File: src/rtl/core/dmap_pkg.sv
// ----------------------------------------------------------------------------
// dmap_pkg: shared types and constants of the OFDM data resource mapper
// Field widths, register indexes, config and result structs, and the
// free-symbol pick used by the config block and the address datapath.
// ----------------------------------------------------------------------------
package dmap_pkg;

    // limits of the grid
    localparam int MAX_LAYERS           = 8;
    localparam int MAX_SYMBOLS_PER_SLOT = 14;

    // field and state widths
    localparam int WORD_W     = 32;
    localparam int ADDR_W     = 27;
    localparam int DW_W       = 16;
    localparam int SC_W       = 12;
    localparam int WIS_W      = SC_W + 1;
    localparam int SPS_W      = 4;
    localparam int SYM_W      = SPS_W;
    localparam int MASK_W     = 14;
    localparam int FREE_W     = 16;
    localparam int STRIDE_W   = 24;
    localparam int NL_W       = 4;
    localparam int LAYER_W    = $clog2(MAX_LAYERS);
    localparam int ROW_W      = 16;
    localparam int SLOT_W     = WIS_W + SPS_W;
    localparam int CFG_IDX_W  = 3;
    localparam int CFG_DATA_W = 24;

    // register indexes
    localparam logic [CFG_IDX_W-1:0] CFG_DIRECTION  = 3'd0;
    localparam logic [CFG_IDX_W-1:0] CFG_DATA_WORDS = 3'd1;
    localparam logic [CFG_IDX_W-1:0] CFG_SUBCARR    = 3'd2;
    localparam logic [CFG_IDX_W-1:0] CFG_SYMBOLS    = 3'd3;
    localparam logic [CFG_IDX_W-1:0] CFG_RSV_MASK   = 3'd4;
    localparam logic [CFG_IDX_W-1:0] CFG_STRIDE     = 3'd5;
    localparam logic [CFG_IDX_W-1:0] CFG_LAYERS     = 3'd6;

    // direction codes
    localparam logic DIR_ALLOCATE = 1'b0;
    localparam logic DIR_EXTRACT  = 1'b1;

    // effective configuration, zero and oversize values already folded
    typedef struct packed {
        logic                direction;
        logic [DW_W-1:0]     dw;
        logic [WIS_W-1:0]    row_words;
        logic [SPS_W-1:0]    sps;
        logic [FREE_W-1:0]   free;
        logic [STRIDE_W-1:0] stride;
        logic [NL_W-1:0]     nl;
        logic [SLOT_W-1:0]   slot_words;
        logic [SYM_W-1:0]    ff0;
        logic [SLOT_W-1:0]   start_base;
    } t_cfg;

    // one result word
    typedef struct packed {
        logic [WORD_W-1:0] word;
        logic [ADDR_W-1:0] addr;
        logic              last;
    } t_result;

    // position of the datapath, for checks
    typedef struct packed {
        logic [LAYER_W-1:0] layer;
        logic [WIS_W-1:0]   wis;
        logic [DW_W-1:0]    done;
    } t_status;

    typedef struct packed {
        logic             found;
        logic [SYM_W-1:0] idx;
    } t_pick;

    // lowest data symbol at or above a start position
    function automatic t_pick first_free(logic [FREE_W-1:0] free, logic [SYM_W:0] from);
        t_pick p;
        p.found = 1'b0;
        p.idx   = '0;
        for (int i = FREE_W - 1; i >= 0; i--) begin
            if (free[i] && ((SYM_W + 1)'(i) >= from)) begin
                p.found = 1'b1;
                p.idx   = SYM_W'(i);
            end
        end
        return p;
    endfunction

endpackage

File: src/rtl/core/dmap_in_if.sv
// ----------------------------------------------------------------------------
// dmap_in_if: input word channel
// Valid/ready channel carrying one raw sample word.
// ----------------------------------------------------------------------------
interface dmap_in_if import dmap_pkg::*; ();
    logic              valid;
    logic              ready;
    logic [WORD_W-1:0] sample_word;

    modport source (output valid, output sample_word, input ready);
    modport sink   (input valid, input sample_word, output ready);
endinterface

File: src/rtl/core/dmap_out_if.sv
// ----------------------------------------------------------------------------
// dmap_out_if: result word channel
// Valid/ready channel carrying a word, its target address and frame end.
// ----------------------------------------------------------------------------
interface dmap_out_if import dmap_pkg::*; ();
    logic              valid;
    logic              ready;
    logic [WORD_W-1:0] out_word;
    logic [ADDR_W-1:0] target_address;
    logic              frame_last;

    modport source (output valid, output out_word, output target_address,
                    output frame_last, input ready);
    modport sink   (input valid, input out_word, input target_address,
                    input frame_last, output ready);
endinterface

File: src/rtl/core/dmap_cfg.sv
// ----------------------------------------------------------------------------
// dmap_cfg: configuration registers
// Holds the raw registers, folds zero and oversize values, and derives the
// free-symbol map and the per-slot word counts used by the datapath.
// ----------------------------------------------------------------------------
module dmap_cfg import dmap_pkg::*; (
    input  logic                  i_clk,
    input  logic                  i_rst_n,
    input  logic                  i_cfg_we,
    input  logic [CFG_IDX_W-1:0]  i_cfg_idx,
    input  logic [CFG_DATA_W-1:0] i_cfg_data,
    output t_cfg                  o_cfg,
    output t_cfg                  o_cfg_next,
    output logic                  o_restart
);

    logic                r_direction, n_direction;
    logic [DW_W-1:0]     r_dw, n_dw;
    logic [SC_W-1:0]     r_sc, n_sc;
    logic [SPS_W-1:0]    r_sps, n_sps;
    logic [MASK_W-1:0]   r_mask, n_mask;
    logic [STRIDE_W-1:0] r_stride, n_stride;
    logic [NL_W-1:0]     r_nl, n_nl;

    // fold raw values into the effective set
    function automatic t_cfg cfg_eff(logic dir, logic [DW_W-1:0] dw, logic [SC_W-1:0] sc,
                                     logic [SPS_W-1:0] sps, logic [MASK_W-1:0] mask,
                                     logic [STRIDE_W-1:0] stride, logic [NL_W-1:0] nl);
        t_cfg              c;
        logic [SC_W-1:0]   sc_e;
        logic [SPS_W-1:0]  sps_e;
        logic [FREE_W-1:0] full;
        logic [FREE_W-1:0] m;
        t_pick             p;
        c.direction = dir;
        c.dw        = (dw == '0) ? DW_W'(1) : dw;
        // a 12-bit field never exceeds the subcarrier limit
        sc_e        = (sc == '0) ? SC_W'(1) : sc;
        c.row_words = {sc_e, 1'b0};
        sps_e       = (sps == '0) ? SPS_W'(1) : sps;
        if (sps_e > SPS_W'(MAX_SYMBOLS_PER_SLOT)) begin
            sps_e = SPS_W'(MAX_SYMBOLS_PER_SLOT);
        end
        c.sps  = sps_e;
        full   = (FREE_W'(1) << sps_e) - FREE_W'(1);
        m      = FREE_W'(mask) & full;
        // a fully reserved slot means no reservation at all
        if (m == full) begin
            m = '0;
        end
        c.free     = full & ~m;
        c.stride   = (stride == '0) ? STRIDE_W'(1) : stride;
        c.nl       = (nl == '0) ? NL_W'(1) : nl;
        if (c.nl > NL_W'(MAX_LAYERS)) begin
            c.nl = NL_W'(MAX_LAYERS);
        end
        c.slot_words = SLOT_W'(sps_e) * SLOT_W'(c.row_words);
        p            = first_free(c.free, '0);
        c.ff0        = p.idx;
        c.start_base = SLOT_W'(p.idx) * SLOT_W'(c.row_words);
        return c;
    endfunction

    // register write decode
    always_comb begin
        n_direction = r_direction;
        n_dw        = r_dw;
        n_sc        = r_sc;
        n_sps       = r_sps;
        n_mask      = r_mask;
        n_stride    = r_stride;
        n_nl        = r_nl;
        o_restart   = 1'b0;
        if (i_cfg_we) begin
            unique case (i_cfg_idx)
                CFG_DIRECTION: begin
                    n_direction = i_cfg_data[0];
                    o_restart   = 1'b1;
                end
                CFG_DATA_WORDS: begin
                    n_dw      = i_cfg_data[DW_W-1:0];
                    o_restart = 1'b1;
                end
                CFG_SUBCARR: begin
                    n_sc      = i_cfg_data[SC_W-1:0];
                    o_restart = 1'b1;
                end
                CFG_SYMBOLS: begin
                    n_sps     = i_cfg_data[SPS_W-1:0];
                    o_restart = 1'b1;
                end
                CFG_RSV_MASK: begin
                    n_mask    = i_cfg_data[MASK_W-1:0];
                    o_restart = 1'b1;
                end
                CFG_STRIDE: begin
                    n_stride  = i_cfg_data[STRIDE_W-1:0];
                    o_restart = 1'b1;
                end
                CFG_LAYERS: begin
                    n_nl      = i_cfg_data[NL_W-1:0];
                    o_restart = 1'b1;
                end
                default: begin
                    o_restart = 1'b0;
                end
            endcase
        end
    end

    // registers with their reset values
    always_ff @(posedge i_clk) begin
        if (!i_rst_n) begin
            r_direction <= DIR_ALLOCATE;
            r_dw        <= DW_W'(1);
            r_sc        <= SC_W'(12);
            r_sps       <= SPS_W'(14);
            r_mask      <= '0;
            r_stride    <= STRIDE_W'(1);
            r_nl        <= NL_W'(1);
        end else begin
            r_direction <= n_direction;
            r_dw        <= n_dw;
            r_sc        <= n_sc;
            r_sps       <= n_sps;
            r_mask      <= n_mask;
            r_stride    <= n_stride;
            r_nl        <= n_nl;
        end
    end

    assign o_cfg      = cfg_eff(r_direction, r_dw, r_sc, r_sps, r_mask, r_stride, r_nl);
    assign o_cfg_next = cfg_eff(n_direction, n_dw, n_sc, n_sps, n_mask, n_stride, n_nl);

endmodule

File: src/rtl/core/dmap_ctrl.sv
// ----------------------------------------------------------------------------
// dmap_ctrl: grid position counters and address datapath
// Tracks word, symbol, slot and layer position and forms the grid address
// (allocate) or data index (extract) of each accepted word combinationally.
// Row and layer base addresses are kept as running sums.
// ----------------------------------------------------------------------------
module dmap_ctrl import dmap_pkg::*; (
    input  logic              i_clk,
    input  logic              i_rst_n,
    input  t_cfg              i_cfg,
    input  t_cfg              i_cfg_next,
    input  logic              i_restart,
    input  logic              i_accept,
    input  logic [WORD_W-1:0] i_word,
    output logic              o_res_valid,
    output t_result           o_res,
    output t_status           o_status
);

    logic [WIS_W-1:0]    r_wis, n_wis;
    logic [SYM_W-1:0]    r_sym, n_sym;
    logic [ROW_W-1:0]    r_grid_row, n_grid_row;
    logic [DW_W-1:0]     r_done, n_done;
    logic [LAYER_W-1:0]  r_layer, n_layer;
    logic [STRIDE_W-1:0] r_gwil, n_gwil;
    logic [ADDR_W-1:0]   r_slot_base, n_slot_base;
    logic [ADDR_W-1:0]   r_row_base, n_row_base;
    logic [ADDR_W-1:0]   r_layer_base, n_layer_base;

    logic [WIS_W-1:0]    wis_inc;
    logic                row_end;
    logic [DW_W:0]       done_inc;
    logic [STRIDE_W-1:0] gwil_inc;
    t_pick               pick;
    logic                slot_wrap;
    logic                slot_bump;
    logic [SYM_W-1:0]    sym_adv;
    logic [ADDR_W-1:0]   adv_slot_base;
    logic [ADDR_W-1:0]   adv_row_base;
    logic                layer_wrap;
    logic                emit;
    logic                do_start;
    t_cfg                st_cfg;

    // counter increments and end tests
    assign wis_inc  = r_wis + WIS_W'(1);
    assign row_end  = wis_inc >= i_cfg.row_words;
    assign done_inc = (DW_W + 1)'(r_done) + (DW_W + 1)'(1);
    assign gwil_inc = r_gwil + STRIDE_W'(1);
    assign emit     = i_cfg.free[r_sym] && (r_done < i_cfg.dw);

    // next row: next data symbol (allocate) or next symbol (extract)
    always_comb begin
        pick = first_free(i_cfg.free, (SYM_W + 1)'(r_sym) + (SYM_W + 1)'(1));
        if (i_cfg.direction == DIR_EXTRACT) begin
            slot_wrap = ((SYM_W + 1)'(r_sym) + (SYM_W + 1)'(1)) >= (SYM_W + 1)'(i_cfg.sps);
            sym_adv   = slot_wrap ? '0 : r_sym + SYM_W'(1);
        end else begin
            slot_wrap = !pick.found;
            sym_adv   = slot_wrap ? i_cfg.ff0 : pick.idx;
        end
        // slot count saturates
        slot_bump     = slot_wrap && !(&r_grid_row);
        adv_slot_base = slot_bump ? r_slot_base + ADDR_W'(i_cfg.slot_words) : r_slot_base;
        adv_row_base  = adv_slot_base + ADDR_W'(SLOT_W'(sym_adv) * SLOT_W'(i_cfg.row_words));
    end

    // next layer of the frame
    assign layer_wrap = (NL_W'(r_layer) + NL_W'(1)) >= i_cfg.nl;
    assign st_cfg     = i_restart ? i_cfg_next : i_cfg;

    // state update and result
    always_comb begin
        n_wis        = r_wis;
        n_sym        = r_sym;
        n_grid_row   = r_grid_row;
        n_done       = r_done;
        n_layer      = r_layer;
        n_gwil       = r_gwil;
        n_slot_base  = r_slot_base;
        n_row_base   = r_row_base;
        n_layer_base = r_layer_base;
        do_start     = 1'b0;
        o_res_valid  = 1'b0;
        o_res.word   = i_word;
        o_res.addr   = '0;
        o_res.last   = 1'b0;
        if (i_restart) begin
            n_layer      = '0;
            n_layer_base = '0;
            do_start     = 1'b1;
        end else if (i_accept) begin
            if (i_cfg.direction == DIR_ALLOCATE) begin
                o_res_valid = 1'b1;
                o_res.addr  = r_row_base + ADDR_W'(r_wis) + r_layer_base;
                if (done_inc >= (DW_W + 1)'(i_cfg.dw)) begin
                    o_res.last   = layer_wrap;
                    n_layer      = layer_wrap ? '0 : r_layer + LAYER_W'(1);
                    n_layer_base = layer_wrap ? '0 : r_layer_base + ADDR_W'(i_cfg.stride);
                    do_start     = 1'b1;
                end else begin
                    n_done = done_inc[DW_W-1:0];
                    if (row_end) begin
                        n_wis       = '0;
                        n_sym       = sym_adv;
                        n_grid_row  = slot_bump ? r_grid_row + ROW_W'(1) : r_grid_row;
                        n_slot_base = adv_slot_base;
                        n_row_base  = adv_row_base;
                    end else begin
                        n_wis = wis_inc;
                    end
                end
            end else begin
                o_res_valid = emit;
                o_res.addr  = r_layer_base + ADDR_W'(r_done);
                o_res.last  = emit && (done_inc == (DW_W + 1)'(i_cfg.dw)) && layer_wrap;
                if (gwil_inc >= i_cfg.stride) begin
                    n_layer      = layer_wrap ? '0 : r_layer + LAYER_W'(1);
                    n_layer_base = layer_wrap ? '0 : r_layer_base + ADDR_W'(i_cfg.dw);
                    do_start     = 1'b1;
                end else begin
                    n_gwil = gwil_inc;
                    if (emit) begin
                        n_done = done_inc[DW_W-1:0];
                    end
                    if (row_end) begin
                        n_wis       = '0;
                        n_sym       = sym_adv;
                        n_grid_row  = slot_bump ? r_grid_row + ROW_W'(1) : r_grid_row;
                        n_slot_base = adv_slot_base;
                        n_row_base  = adv_row_base;
                    end else begin
                        n_wis = wis_inc;
                    end
                end
            end
        end
        // fresh layer: first row of the grid
        if (do_start) begin
            n_wis       = '0;
            n_grid_row  = '0;
            n_done      = '0;
            n_gwil      = '0;
            n_slot_base = '0;
            n_sym       = (st_cfg.direction == DIR_EXTRACT) ? '0 : st_cfg.ff0;
            n_row_base  = (st_cfg.direction == DIR_EXTRACT) ? '0
                                                             : ADDR_W'(st_cfg.start_base);
        end
    end

    // position registers
    always_ff @(posedge i_clk) begin
        if (!i_rst_n) begin
            r_wis        <= '0;
            r_sym        <= '0;
            r_grid_row   <= '0;
            r_done       <= '0;
            r_layer      <= '0;
            r_gwil       <= '0;
            r_slot_base  <= '0;
            r_row_base   <= '0;
            r_layer_base <= '0;
        end else begin
            r_wis        <= n_wis;
            r_sym        <= n_sym;
            r_grid_row   <= n_grid_row;
            r_done       <= n_done;
            r_layer      <= n_layer;
            r_gwil       <= n_gwil;
            r_slot_base  <= n_slot_base;
            r_row_base   <= n_row_base;
            r_layer_base <= n_layer_base;
        end
    end

    assign o_status.layer = r_layer;
    assign o_status.wis   = r_wis;
    assign o_status.done  = r_done;

endmodule

File: src/rtl/core/dmap_out.sv
// ----------------------------------------------------------------------------
// dmap_out: result register with skid stage
// Registers each result word; a second entry catches the word accepted in
// the cycle the receiver stalls, so input ready is a plain register.
// ----------------------------------------------------------------------------
module dmap_out import dmap_pkg::*; (
    input  logic        i_clk,
    input  logic        i_rst_n,
    input  logic        i_valid,
    input  t_result     i_res,
    output logic        o_ready,
    dmap_out_if.source  o_result
);

    logic    r_out_valid, n_out_valid;
    logic    r_skid_valid, n_skid_valid;
    t_result r_out, n_out;
    t_result r_skid;
    logic    load_out;
    logic    load_skid;

    // move words between output register and skid entry
    always_comb begin
        n_out_valid  = r_out_valid;
        n_skid_valid = r_skid_valid;
        load_out     = 1'b0;
        load_skid    = 1'b0;
        n_out        = r_skid_valid ? r_skid : i_res;
        if (!r_out_valid || o_result.ready) begin
            n_out_valid  = r_skid_valid || i_valid;
            n_skid_valid = 1'b0;
            load_out     = 1'b1;
        end else if (i_valid) begin
            n_skid_valid = 1'b1;
            load_skid    = 1'b1;
        end
    end

    // valid flags
    always_ff @(posedge i_clk) begin
        if (!i_rst_n) begin
            r_out_valid  <= 1'b0;
            r_skid_valid <= 1'b0;
        end else begin
            r_out_valid  <= n_out_valid;
            r_skid_valid <= n_skid_valid;
        end
    end

    // payload
    always_ff @(posedge i_clk) begin
        if (load_out) begin
            r_out <= n_out;
        end
        if (load_skid) begin
            r_skid <= i_res;
        end
    end

    assign o_ready                 = !r_skid_valid;
    assign o_result.valid          = r_out_valid;
    assign o_result.out_word       = r_out.word;
    assign o_result.target_address = r_out.addr;
    assign o_result.frame_last     = r_out.last;

endmodule

File: src/rtl/core/ofdm_data_resource_mapper.sv
// ----------------------------------------------------------------------------
// ofdm_data_resource_mapper: OFDM data resource mapper top level
// Maps data words to grid addresses, or picks data words out of a grid.
// ----------------------------------------------------------------------------
// Usage:
//   i_sample carries one 32-bit word per accepted transfer: a data word in
//   allocate mode, a grid word in extract mode. o_result returns the word with
//   its grid address (allocate) or data index (extract) and a frame_last flag.
//   Extract mode drops grid words on reserved symbols and past the data count.
//   i_cfg_we writes one register per cycle; each register write restarts the
//   frame at layer 0. Write only while no word is in flight.
// Timing:
//   one word per clock sustained while the receiver takes results. The
//   position counters set throughput and advance once per accepted word. Each
//   result is held in the output register, or in the skid entry on a stall.
//   When the receiver stalls, one more word is taken into a skid entry, then
//   i_sample.ready drops until the output drains.
// Reset:
//   i_rst_n is synchronous; registers take their default values, the frame
//   starts at layer 0 and output valid is cleared. No clearing pass is needed.
// ----------------------------------------------------------------------------
module ofdm_data_resource_mapper import dmap_pkg::*; (
    input  logic                  i_clk,
    input  logic                  i_rst_n,
    input  logic                  i_cfg_we,
    input  logic [CFG_IDX_W-1:0]  i_cfg_idx,
    input  logic [CFG_DATA_W-1:0] i_cfg_data,
    dmap_in_if.sink               i_sample,
    dmap_out_if.source            o_result
);

    t_cfg    w_cfg;
    t_cfg    w_cfg_next;
    logic    w_restart;
    logic    w_ready;
    logic    w_accept;
    logic    w_res_valid;
    t_result w_res;
    t_status w_status;

    // input handshake
    assign i_sample.ready = w_ready;
    assign w_accept       = i_sample.valid && w_ready;

    // configuration registers
    dmap_cfg u_cfg (
        .i_clk      (i_clk),
        .i_rst_n    (i_rst_n),
        .i_cfg_we   (i_cfg_we),
        .i_cfg_idx  (i_cfg_idx),
        .i_cfg_data (i_cfg_data),
        .o_cfg      (w_cfg),
        .o_cfg_next (w_cfg_next),
        .o_restart  (w_restart)
    );

    // position counters and address
    dmap_ctrl u_ctrl (
        .i_clk       (i_clk),
        .i_rst_n     (i_rst_n),
        .i_cfg       (w_cfg),
        .i_cfg_next  (w_cfg_next),
        .i_restart   (w_restart),
        .i_accept    (w_accept),
        .i_word      (i_sample.sample_word),
        .o_res_valid (w_res_valid),
        .o_res       (w_res),
        .o_status    (w_status)
    );

    // result register and skid entry
    dmap_out u_out (
        .i_clk    (i_clk),
        .i_rst_n  (i_rst_n),
        .i_valid  (w_res_valid),
        .i_res    (w_res),
        .o_ready  (w_ready),
        .o_result (o_result)
    );

    // backpressure only with a word waiting at the output
    a_ready_low_needs_output: assert property (@(posedge i_clk) disable iff (!i_rst_n)
        !i_sample.ready |-> o_result.valid)
        else $error("input stalled with empty output");

    // layer index stays inside the configured layer count
    a_layer_in_range: assert property (@(posedge i_clk) disable iff (!i_rst_n)
        (NL_W'(w_status.layer) < w_cfg.nl))
        else $error("layer index beyond layer count");

    // word position stays inside one symbol row
    a_word_in_row: assert property (@(posedge i_clk) disable iff (!i_rst_n)
        (w_status.wis < w_cfg.row_words))
        else $error("word position beyond symbol row");

    // allocate never sits on a finished layer
    a_alloc_done_below_count: assert property (@(posedge i_clk) disable iff (!i_rst_n)
        (w_cfg.direction == DIR_ALLOCATE) |-> (w_status.done < w_cfg.dw))
        else $error("data count reached without layer change");

endmodule

File: src/flat_wrapper.sv
// flat-port wrapper written by rule: the top's interface ports become plain ports
module ofdm_data_resource_mapper_flat import dmap_pkg::*;
  (i_clk, i_rst_n, i_cfg_we, i_cfg_idx, i_cfg_data, i_sample_valid, i_sample_sample_word, i_sample_ready, o_result_valid, o_result_out_word, o_result_target_address, o_result_frame_last, o_result_ready);
  dmap_in_if i_sample_i ();
  dmap_out_if o_result_i ();
  input  logic i_clk;
  input  logic i_rst_n;
  input  logic i_cfg_we;
  input  logic [CFG_IDX_W-1:0] i_cfg_idx;
  input  logic [CFG_DATA_W-1:0] i_cfg_data;
  input wire logic [$bits(i_sample_i.valid)-1:0] i_sample_valid;
  input wire logic [$bits(i_sample_i.sample_word)-1:0] i_sample_sample_word;
  output wire logic [$bits(i_sample_i.ready)-1:0] i_sample_ready;
  output wire logic [$bits(o_result_i.valid)-1:0] o_result_valid;
  output wire logic [$bits(o_result_i.out_word)-1:0] o_result_out_word;
  output wire logic [$bits(o_result_i.target_address)-1:0] o_result_target_address;
  output wire logic [$bits(o_result_i.frame_last)-1:0] o_result_frame_last;
  input wire logic [$bits(o_result_i.ready)-1:0] o_result_ready;
  assign i_sample_i.valid = i_sample_valid;
  assign i_sample_i.sample_word = i_sample_sample_word;
  assign i_sample_ready = i_sample_i.ready;
  assign o_result_valid = o_result_i.valid;
  assign o_result_out_word = o_result_i.out_word;
  assign o_result_target_address = o_result_i.target_address;
  assign o_result_frame_last = o_result_i.frame_last;
  assign o_result_i.ready = o_result_ready;
  ofdm_data_resource_mapper u_core (.i_clk(i_clk), .i_rst_n(i_rst_n), .i_cfg_we(i_cfg_we), .i_cfg_idx(i_cfg_idx), .i_cfg_data(i_cfg_data), .i_sample(i_sample_i), .o_result(o_result_i));
endmodule
File: config.mk
export PLATFORM = sky130hd
export DESIGN_NAME = ofdm_data_resource_mapper_flat
export DESIGN_NICKNAME = d
export VERILOG_FILES = /design/src/rtl/core/dmap_pkg.sv /design/src/rtl/core/dmap_in_if.sv /design/src/rtl/core/dmap_out_if.sv /design/src/rtl/core/dmap_cfg.sv /design/src/rtl/core/dmap_ctrl.sv /design/src/rtl/core/dmap_out.sv /design/src/rtl/core/ofdm_data_resource_mapper.sv /design/src/flat_wrapper.sv
export SDC_FILE = /design/constraint.sdc
export NUM_CORES = 1
export LEC_CHECK = 0
export BUFFER_PORTS_ARGS = -buffer_cell sky130_fd_sc_hd__buf_2
export CORE_UTILIZATION = 30
export CTS_BUF_LIST = sky130_fd_sc_hd__clkbuf_16
export DETAILED_ROUTE_END_ITERATION = 7
export SLEW_MARGIN = 20
export SYNTH_ARGS = -nofsm -noshare
export SYNTH_HDL_FRONTEND = slang
export SYNTH_SLANG_ARGS = --single-unit
File: constraint.sdc
create_clock -name i_clk -period 20 [get_ports i_clk]
set_clock_uncertainty 0.2 [all_clocks]
set_input_delay 1 -clock i_clk [delete_from_list [all_inputs] [get_ports i_clk]]
set_output_delay 1 -clock i_clk [all_outputs]
set_load 0.01 [all_outputs]
Word level (Yosys, flattened, before mapping)
Cells that the tools add are included.
{"block": "totals", "register_bits": 354, "latch_bits": 0, "ram_bits": 0, "mem_bits_ro": 0, "in_bits": 64, "output_inout_bits": 62, "elab_cells": 296, "n_memories": 0}
{"block": "classes", "addsub": 17, "n_mul": 5, "div": 0, "n_lt_le_gt_ge": 27, "eq_ne": 16, "n_shift": 2, "n_mux": 146, "bitwise_logic": 9, "n_reduce_logical": 50}
{"op": "$mux W27", "n": 17}
{"op": "$mux W16", "n": 15}
{"op": "$mux W4", "n": 55}
{"op": "$mux W116", "n": 1}
{"op": "$mux W24", "n": 4}
{"op": "$mux W28", "n": 3}
{"op": "$mul A4 B12 Y16", "n": 5}
{"op": "$mux W5", "n": 16}
{"op": "$mux W60", "n": 1}
{"op": "$add A27 B16 Y27", "n": 2}
{"op": "$add A27 B17 Y27", "n": 2}
{"op": "$mux W13", "n": 4}
{"op": "$logic_not A24 Y1", "n": 2}
{"op": "$mux W12", "n": 4}
{"op": "$ge A4 B5 Y1 const A", "n": 8}
{"op": "$and A14 B16 Y16", "n": 2}
{"op": "$and A16 B16 Y16", "n": 2}
{"op": "$eq A16 B16 Y1", "n": 2}
{"op": "$logic_not A16 Y1", "n": 2}
{"op": "$not A16 Y16", "n": 2}
{"op": "$shl A1 B4 Y16 const A", "n": 2}
{"op": "$sub A16 B2 Y16 const B", "n": 2}
{"op": "$mux W14", "n": 2}
{"op": "$add A27 B13 Y27", "n": 1}
{"op": "47 further kinds", "n": 116}

Depth between registers and ports, before layout
{"block": "logic_depth", "depth_word": 39, "ltp_mapped": 47, "depth_no_buf": 40}

Hierarchy
Synthesis repeated with hierarchy kept, for this count alone.
{"block": "unflattened", "cells_unflattened": 3908, "area_unflattened_um2": 33699.8}
{"mod": "dmap_ctrl", "instances": 1, "cells_each": 2377, "area_each_um2": 18605.3, "seq_area_each_um2": 3143.0}
{"mod": "dmap_cfg", "instances": 1, "cells_each": 1334, "area_each_um2": 10376.2, "seq_area_each_um2": 1501.4}
{"mod": "dmap_out", "instances": 1, "cells_each": 196, "area_each_um2": 4712.0, "seq_area_each_um2": 3643.5}
{"mod": "ofdm_data_resource_mapper", "instances": 1, "cells_each": 1, "area_each_um2": 6.3, "seq_area_each_um2": 0.0}

Worst setup path before layout
OpenSTA, ideal clock, no wires.
{"block": "synth_path", "path_kind": "register to register", "startpoint": "register u_core.u_cfg.r_sps[3]", "endpoint": "register u_core.u_ctrl.r_row_base[22]", "setup_ps": 117, "arrival_time_ps": 9197, "required_ps": 19683, "setup_slack_ps": 10487, "stages_incl_launch_ff": 43, "path_buffers": 6, "synth_period_minus_slack_ps": 9513, "path_cell_list": "dfxtp_1 -> buf_6 -> buf_6 -> clkbuf_1 -> nor2_1 -> nand2_1 -> ha_1 -> buf_2 -> or4b_4 -> o21a_2 -> o21ai_4 -> a2111oi_4 -> buf_6 -> nand2_2 -> buf_4 -> nand2_1 -> or4_1 -> o21ba_2 -> [... 7 more ...] -> o21ai_0 -> a21boi_0 -> o21ai_0 -> nand2_1 -> a21oi_1 -> o21ai_0 -> xor2_1 -> ha_1 -> or4_1 -> o21ai_0 -> a211oi_1 -> a31o_2 -> a2111oi_0 -> nor2_1 -> a32oi_1 -> nor3_1 -> xor2_1 -> a22o_1"}
{"block": "synth_between", "elab_chain_len": 39, "word_cells_on_any_way": 78, "cone_classes": "add/sub (3); mul (2); order compare (2); eq/ne (1); shift (1); mux (47); bitwise (3); reduce/logical (19)"}
{"element": "start, declared", "line": "dmap_cfg.sv:20", "text": "logic [SPS_W-1:0] r_sps, n_sps;"}
{"element": "start signal, assigned", "line": "dmap_cfg.sv:125", "text": "r_sps <= n_sps;"}
{"element": "$logic_not A4 Y1", "line": "dmap_cfg.sv:40", "text": "sps_e = (sps == '0) ? SPS_W'(1) : sps;"}
{"element": "$mux W4 *", "line": "dmap_cfg.sv:40"}
{"element": "$gt A4 B4 Y1", "line": "dmap_cfg.sv:41", "text": "if (sps_e > SPS_W'(MAX_SYMBOLS_PER_SLOT)) begin"}
{"element": "$mux W4 *", "line": "dmap_cfg.sv:41"}
{"element": "parallel branches: the longest is 28 deep, another holds $sub A16 B2 Y16"}
{"element": "$add A27 B17 Y27 *", "line": "dmap_ctrl.sv:65", "text": "adv_row_base = adv_slot_base + ADDR_W'(SLOT_W'(sym_adv) * SLOT_W'(i_cfg.row_words));"}
{"element": "$mux W27 *", "line": "dmap_ctrl.sv:103, dmap_ctrl.sv:126"}
{"element": "$mux W27, on equally long branches", "line": "dmap_ctrl.sv:96, dmap_ctrl.sv:117"}
{"element": "$mux W27 *", "line": "dmap_ctrl.sv:93", "text": "if (i_cfg.direction == DIR_ALLOCATE) begin"}
{"element": "$mux W27 *", "line": "dmap_ctrl.sv:92", "text": "end else if (i_accept) begin"}
{"element": "$mux W27 *", "line": "dmap_ctrl.sv:88", "text": "if (i_restart) begin"}
{"element": "$mux W27 *", "line": "dmap_ctrl.sv:139", "text": "if (do_start) begin"}
{"element": "end signal, assigned", "line": "dmap_ctrl.sv:171", "text": "r_row_base <= n_row_base;"}
{"element": "end, declared", "line": "dmap_ctrl.sv:27", "text": "logic [ADDR_W-1:0] r_row_base, n_row_base;"}
Every way passes the cells marked *. The select of a mux whose other input is x is not followed.
A chain may end at the register's enable or synchronous reset.

Worst setup path in the final report
Ends and elaborated chain as after synthesis.

==> flow_summary.yaml <==
status:
  status: "finished clean"
floorplan:
  io_pins: 126
  die_area_mm2: 0.103
  die_x_um: 322
  rows: 116
  start_util_pct: 30.4
  die_h_um: 322
  coreArea_mm2: 0.101
critical_path:
  crit_fanout: 35
  end_kind: "register"
  worstPathArrival_ps: 11610
  cpMostUsedCell: "o21ai_0"
  critPathKind: "register to register"
  startpoint_type: "register"
  max_stage_delay_ps: 900
  crit_slowest_cell: "a2111oi_4"
  cp.required_ps: 20280
yosys:
  synth_seq_cells: 352
  syn_inst: 3703
  synth.distinct_cells: 113
  ys_warn_count: 0
  synth_largest_area_cell: "dfxtp_1"
  syn_area_mm2: 0.0307
  synth_edf_count: 120
  syn_area_per_cell_um2: 8.28
  async_reset_ff_share_pct: 0
  synthFlopType: "dfxtp_1"
  synth_area_leaders: "dfxtp_1, ha_1, edfxtp_1, fa_1, nand2_1"
  seq_area_frac_synth_pct: 26.9
  synth_top_area_share_pct: 15.2
timing:
  fin_crit_ps: 11330
  hold_viol: 0
  hold_slack_ps: 277
  slew_headroom_pct: 26.3
  finalMaxSlewViolations: 0
  worst_slew_pin_slew_ps: 1100
  period_share_pct: 56.7
  finalSetupViolCount: 0
  setup_tns_ps: 0
  rsz0062_at_grt: "false"
  clock.fmax_mhz: 88.2
detailed_routing:
  routed_wl_mm: 94.1
  routedWlPerCell_um: 18.4
  postRouteAntennaNets: 0
  dr.pass1.iters: 7
  drtIter0Drc: 2068
  dr_total_vias: 26700
  via_per_inst: 5.22
  route.detailed.drc: 0
final_layout:
  fillers: 10700
  final_cell_mix: "nand2_1, nor2_1, ha_1"
  drive_gt1_share_pct: 9.65
  nNetsFinal: 4176
  final_area_mm2: 0.0339
  stdcell_count: 5113
  final_common_cell: "nand2_1"
  synthToLayoutAreaGrowth_pct: 10.7
cts:
  cts_root_buf: "clkbuf_16"
  cts_setup_buffers: 0
  clkSinkCount: 352
  clock_latency_ps: 600
  numCtsBuffers: 43
  htreeDepth: 2
  cts_resized: 0
  cts_hold_buf: 0
  cts_buffer_depth: 3
  clkTransAtPathRegs_ps: 60
  cts_tree: "built"
place:
  dp_cells: 5033
  portBuffers: 125
  hpwl_mm: 72.5
  routabilityCongestion: 0.928
  place_area_mm2: 0.0325
hold_path:
  min_path_type: "register to register"
global_routing:
  grt_pass1_vias: 25500
  grt-ovfl-total: 0
  grt_start_max_net_pins: 78
  grt_pass1_wl_mm: 146
  antenna_found_initial: 7
  grt_util_all_layers_pct: 17.8
power:
  p_leak_nw: 15.2
  p_per_area_mw_per_mm2: 52.4
  ir_drop_mv: 0.0506
flow_run:
  cap_viol_max_count: 0
-- final cells by class --
| type | count | area, µm² | area share, % |
|---|---|---|---|
| multi-input cells | 2912 | 20700 | 61.1 |
| flip-flops and latches | 352 | 8250 | 24.3 |
| well taps | 1357 | 1700 | 5.00 |
| clock buffers | 43 | 1080 | 3.17 |
| repair buffers | 166 | 933 | 2.75 |
| inverters | 246 | 923 | 2.72 |
| clock inverters | 33 | 325 | 0.958 |
| diodes | 4 | 10.0 | 0.0295 |
-- cell usage after synthesis (35+ instances only) --
| library cell | number |
|---|---|
| a21o_1 | 123 |
| a21oi_1 | 278 |
| and2_1 | 46 |
| and3_1 | 54 |
| clkbuf_1 | 158 |
| dfxtp_1 | 232 |
| edfxtp_1 | 120 |
| fa_1 | 98 |
| ha_1 | 293 |
| inv_1 | 242 |
| mux2_2 | 41 |
| mux2i_1 | 37 |
| nand2_1 | 446 |
| nand3_1 | 72 |
| nor2_1 | 369 |
| nor3_1 | 85 |
| o21a_1 | 35 |
| o21ai_0 | 157 |
| xnor2_1 | 134 |
| xor2_1 | 104 |
-- cell families (layout without fill, tap and decap cells) --
kind of cell               count (synthesis)  count (layout)  synth area share (%)
other                                      1               6                0.0122
DFF                                      352             352                  26.9
adders and majority gates                391             391                  18.4
xor gates and xnor gates                 239             239                  6.85
buffers and inverters                    440             488                  5.64
and+or+nand+nor                         1301            1301                  20.0
muxes                                     81              81                  2.93
AOI/OAI and AO/OA                        898             898                  19.3
-- per-layer routing --
layer  GRT usage, %  vias up  wire [µm]
met5              0        -         21
met4           5.79        4       3000
met3           3.46      156       7150
met2           27.4      854      40000
met1           24.9    12700      44000
li1               -    13000          -
-- through the flow --
| stage | power [mW] | utilization (%) | setup slack [ps] |
|---|---|---|---|
| 6_report | 1.78 | 33.7 | 8670 |
| 2_1_floorplan | 0.914 | - | 10490 |
| 4_1_cts | 1.80 | 33.7 | 8800 |
| 5_1_grt | 1.85 | 33.7 | 7720 |
| 3_3_place_gp | 0.989 | 32.3 | 8840 |
| 3_5_place_dp | 0.990 | 32.3 | 8840 |
-- final timing paths --
path	startpoint	to	slack (ps)	cells past startpoint
max	u_core.u_cfg.r_sps[3]	u_core.u_ctrl.r_row_base[22]	8670	38
min	u_core.u_ctrl.r_slot_base[15]	u_core.u_ctrl.r_slot_base[15]	280	2
max reg2reg	u_core.u_cfg.r_sps[3]	u_core.u_ctrl.r_row_base[22]	8670	38
min reg2reg	u_core.u_ctrl.r_slot_base[15]	u_core.u_ctrl.r_slot_base[15]	280	2
-- power breakdown --
part / total, mW / internal [mW] / switching, mW
Combinational: 0.211 / 0.0718 / 0.139
Sequential: 0.767 / 0.755 / 0.0124
Clock: 0.802 / 0.460 / 0.342
-- worst max-delay path, delay by kind of cell, from the launching register on --
kind / cells / cell delay [ps]
AO/OA/AOI/OAI: 19 / 5650
XOR/XNOR: 2 / 280
adder cells (fa/ha/maj): 5 / 2100
buffers and inverters: 1 / 350
flip-flops: 1 / 310
AND/OR/NAND/NOR: 11 / 2270
No activity file was read; power rests on OpenSTA's default activity.
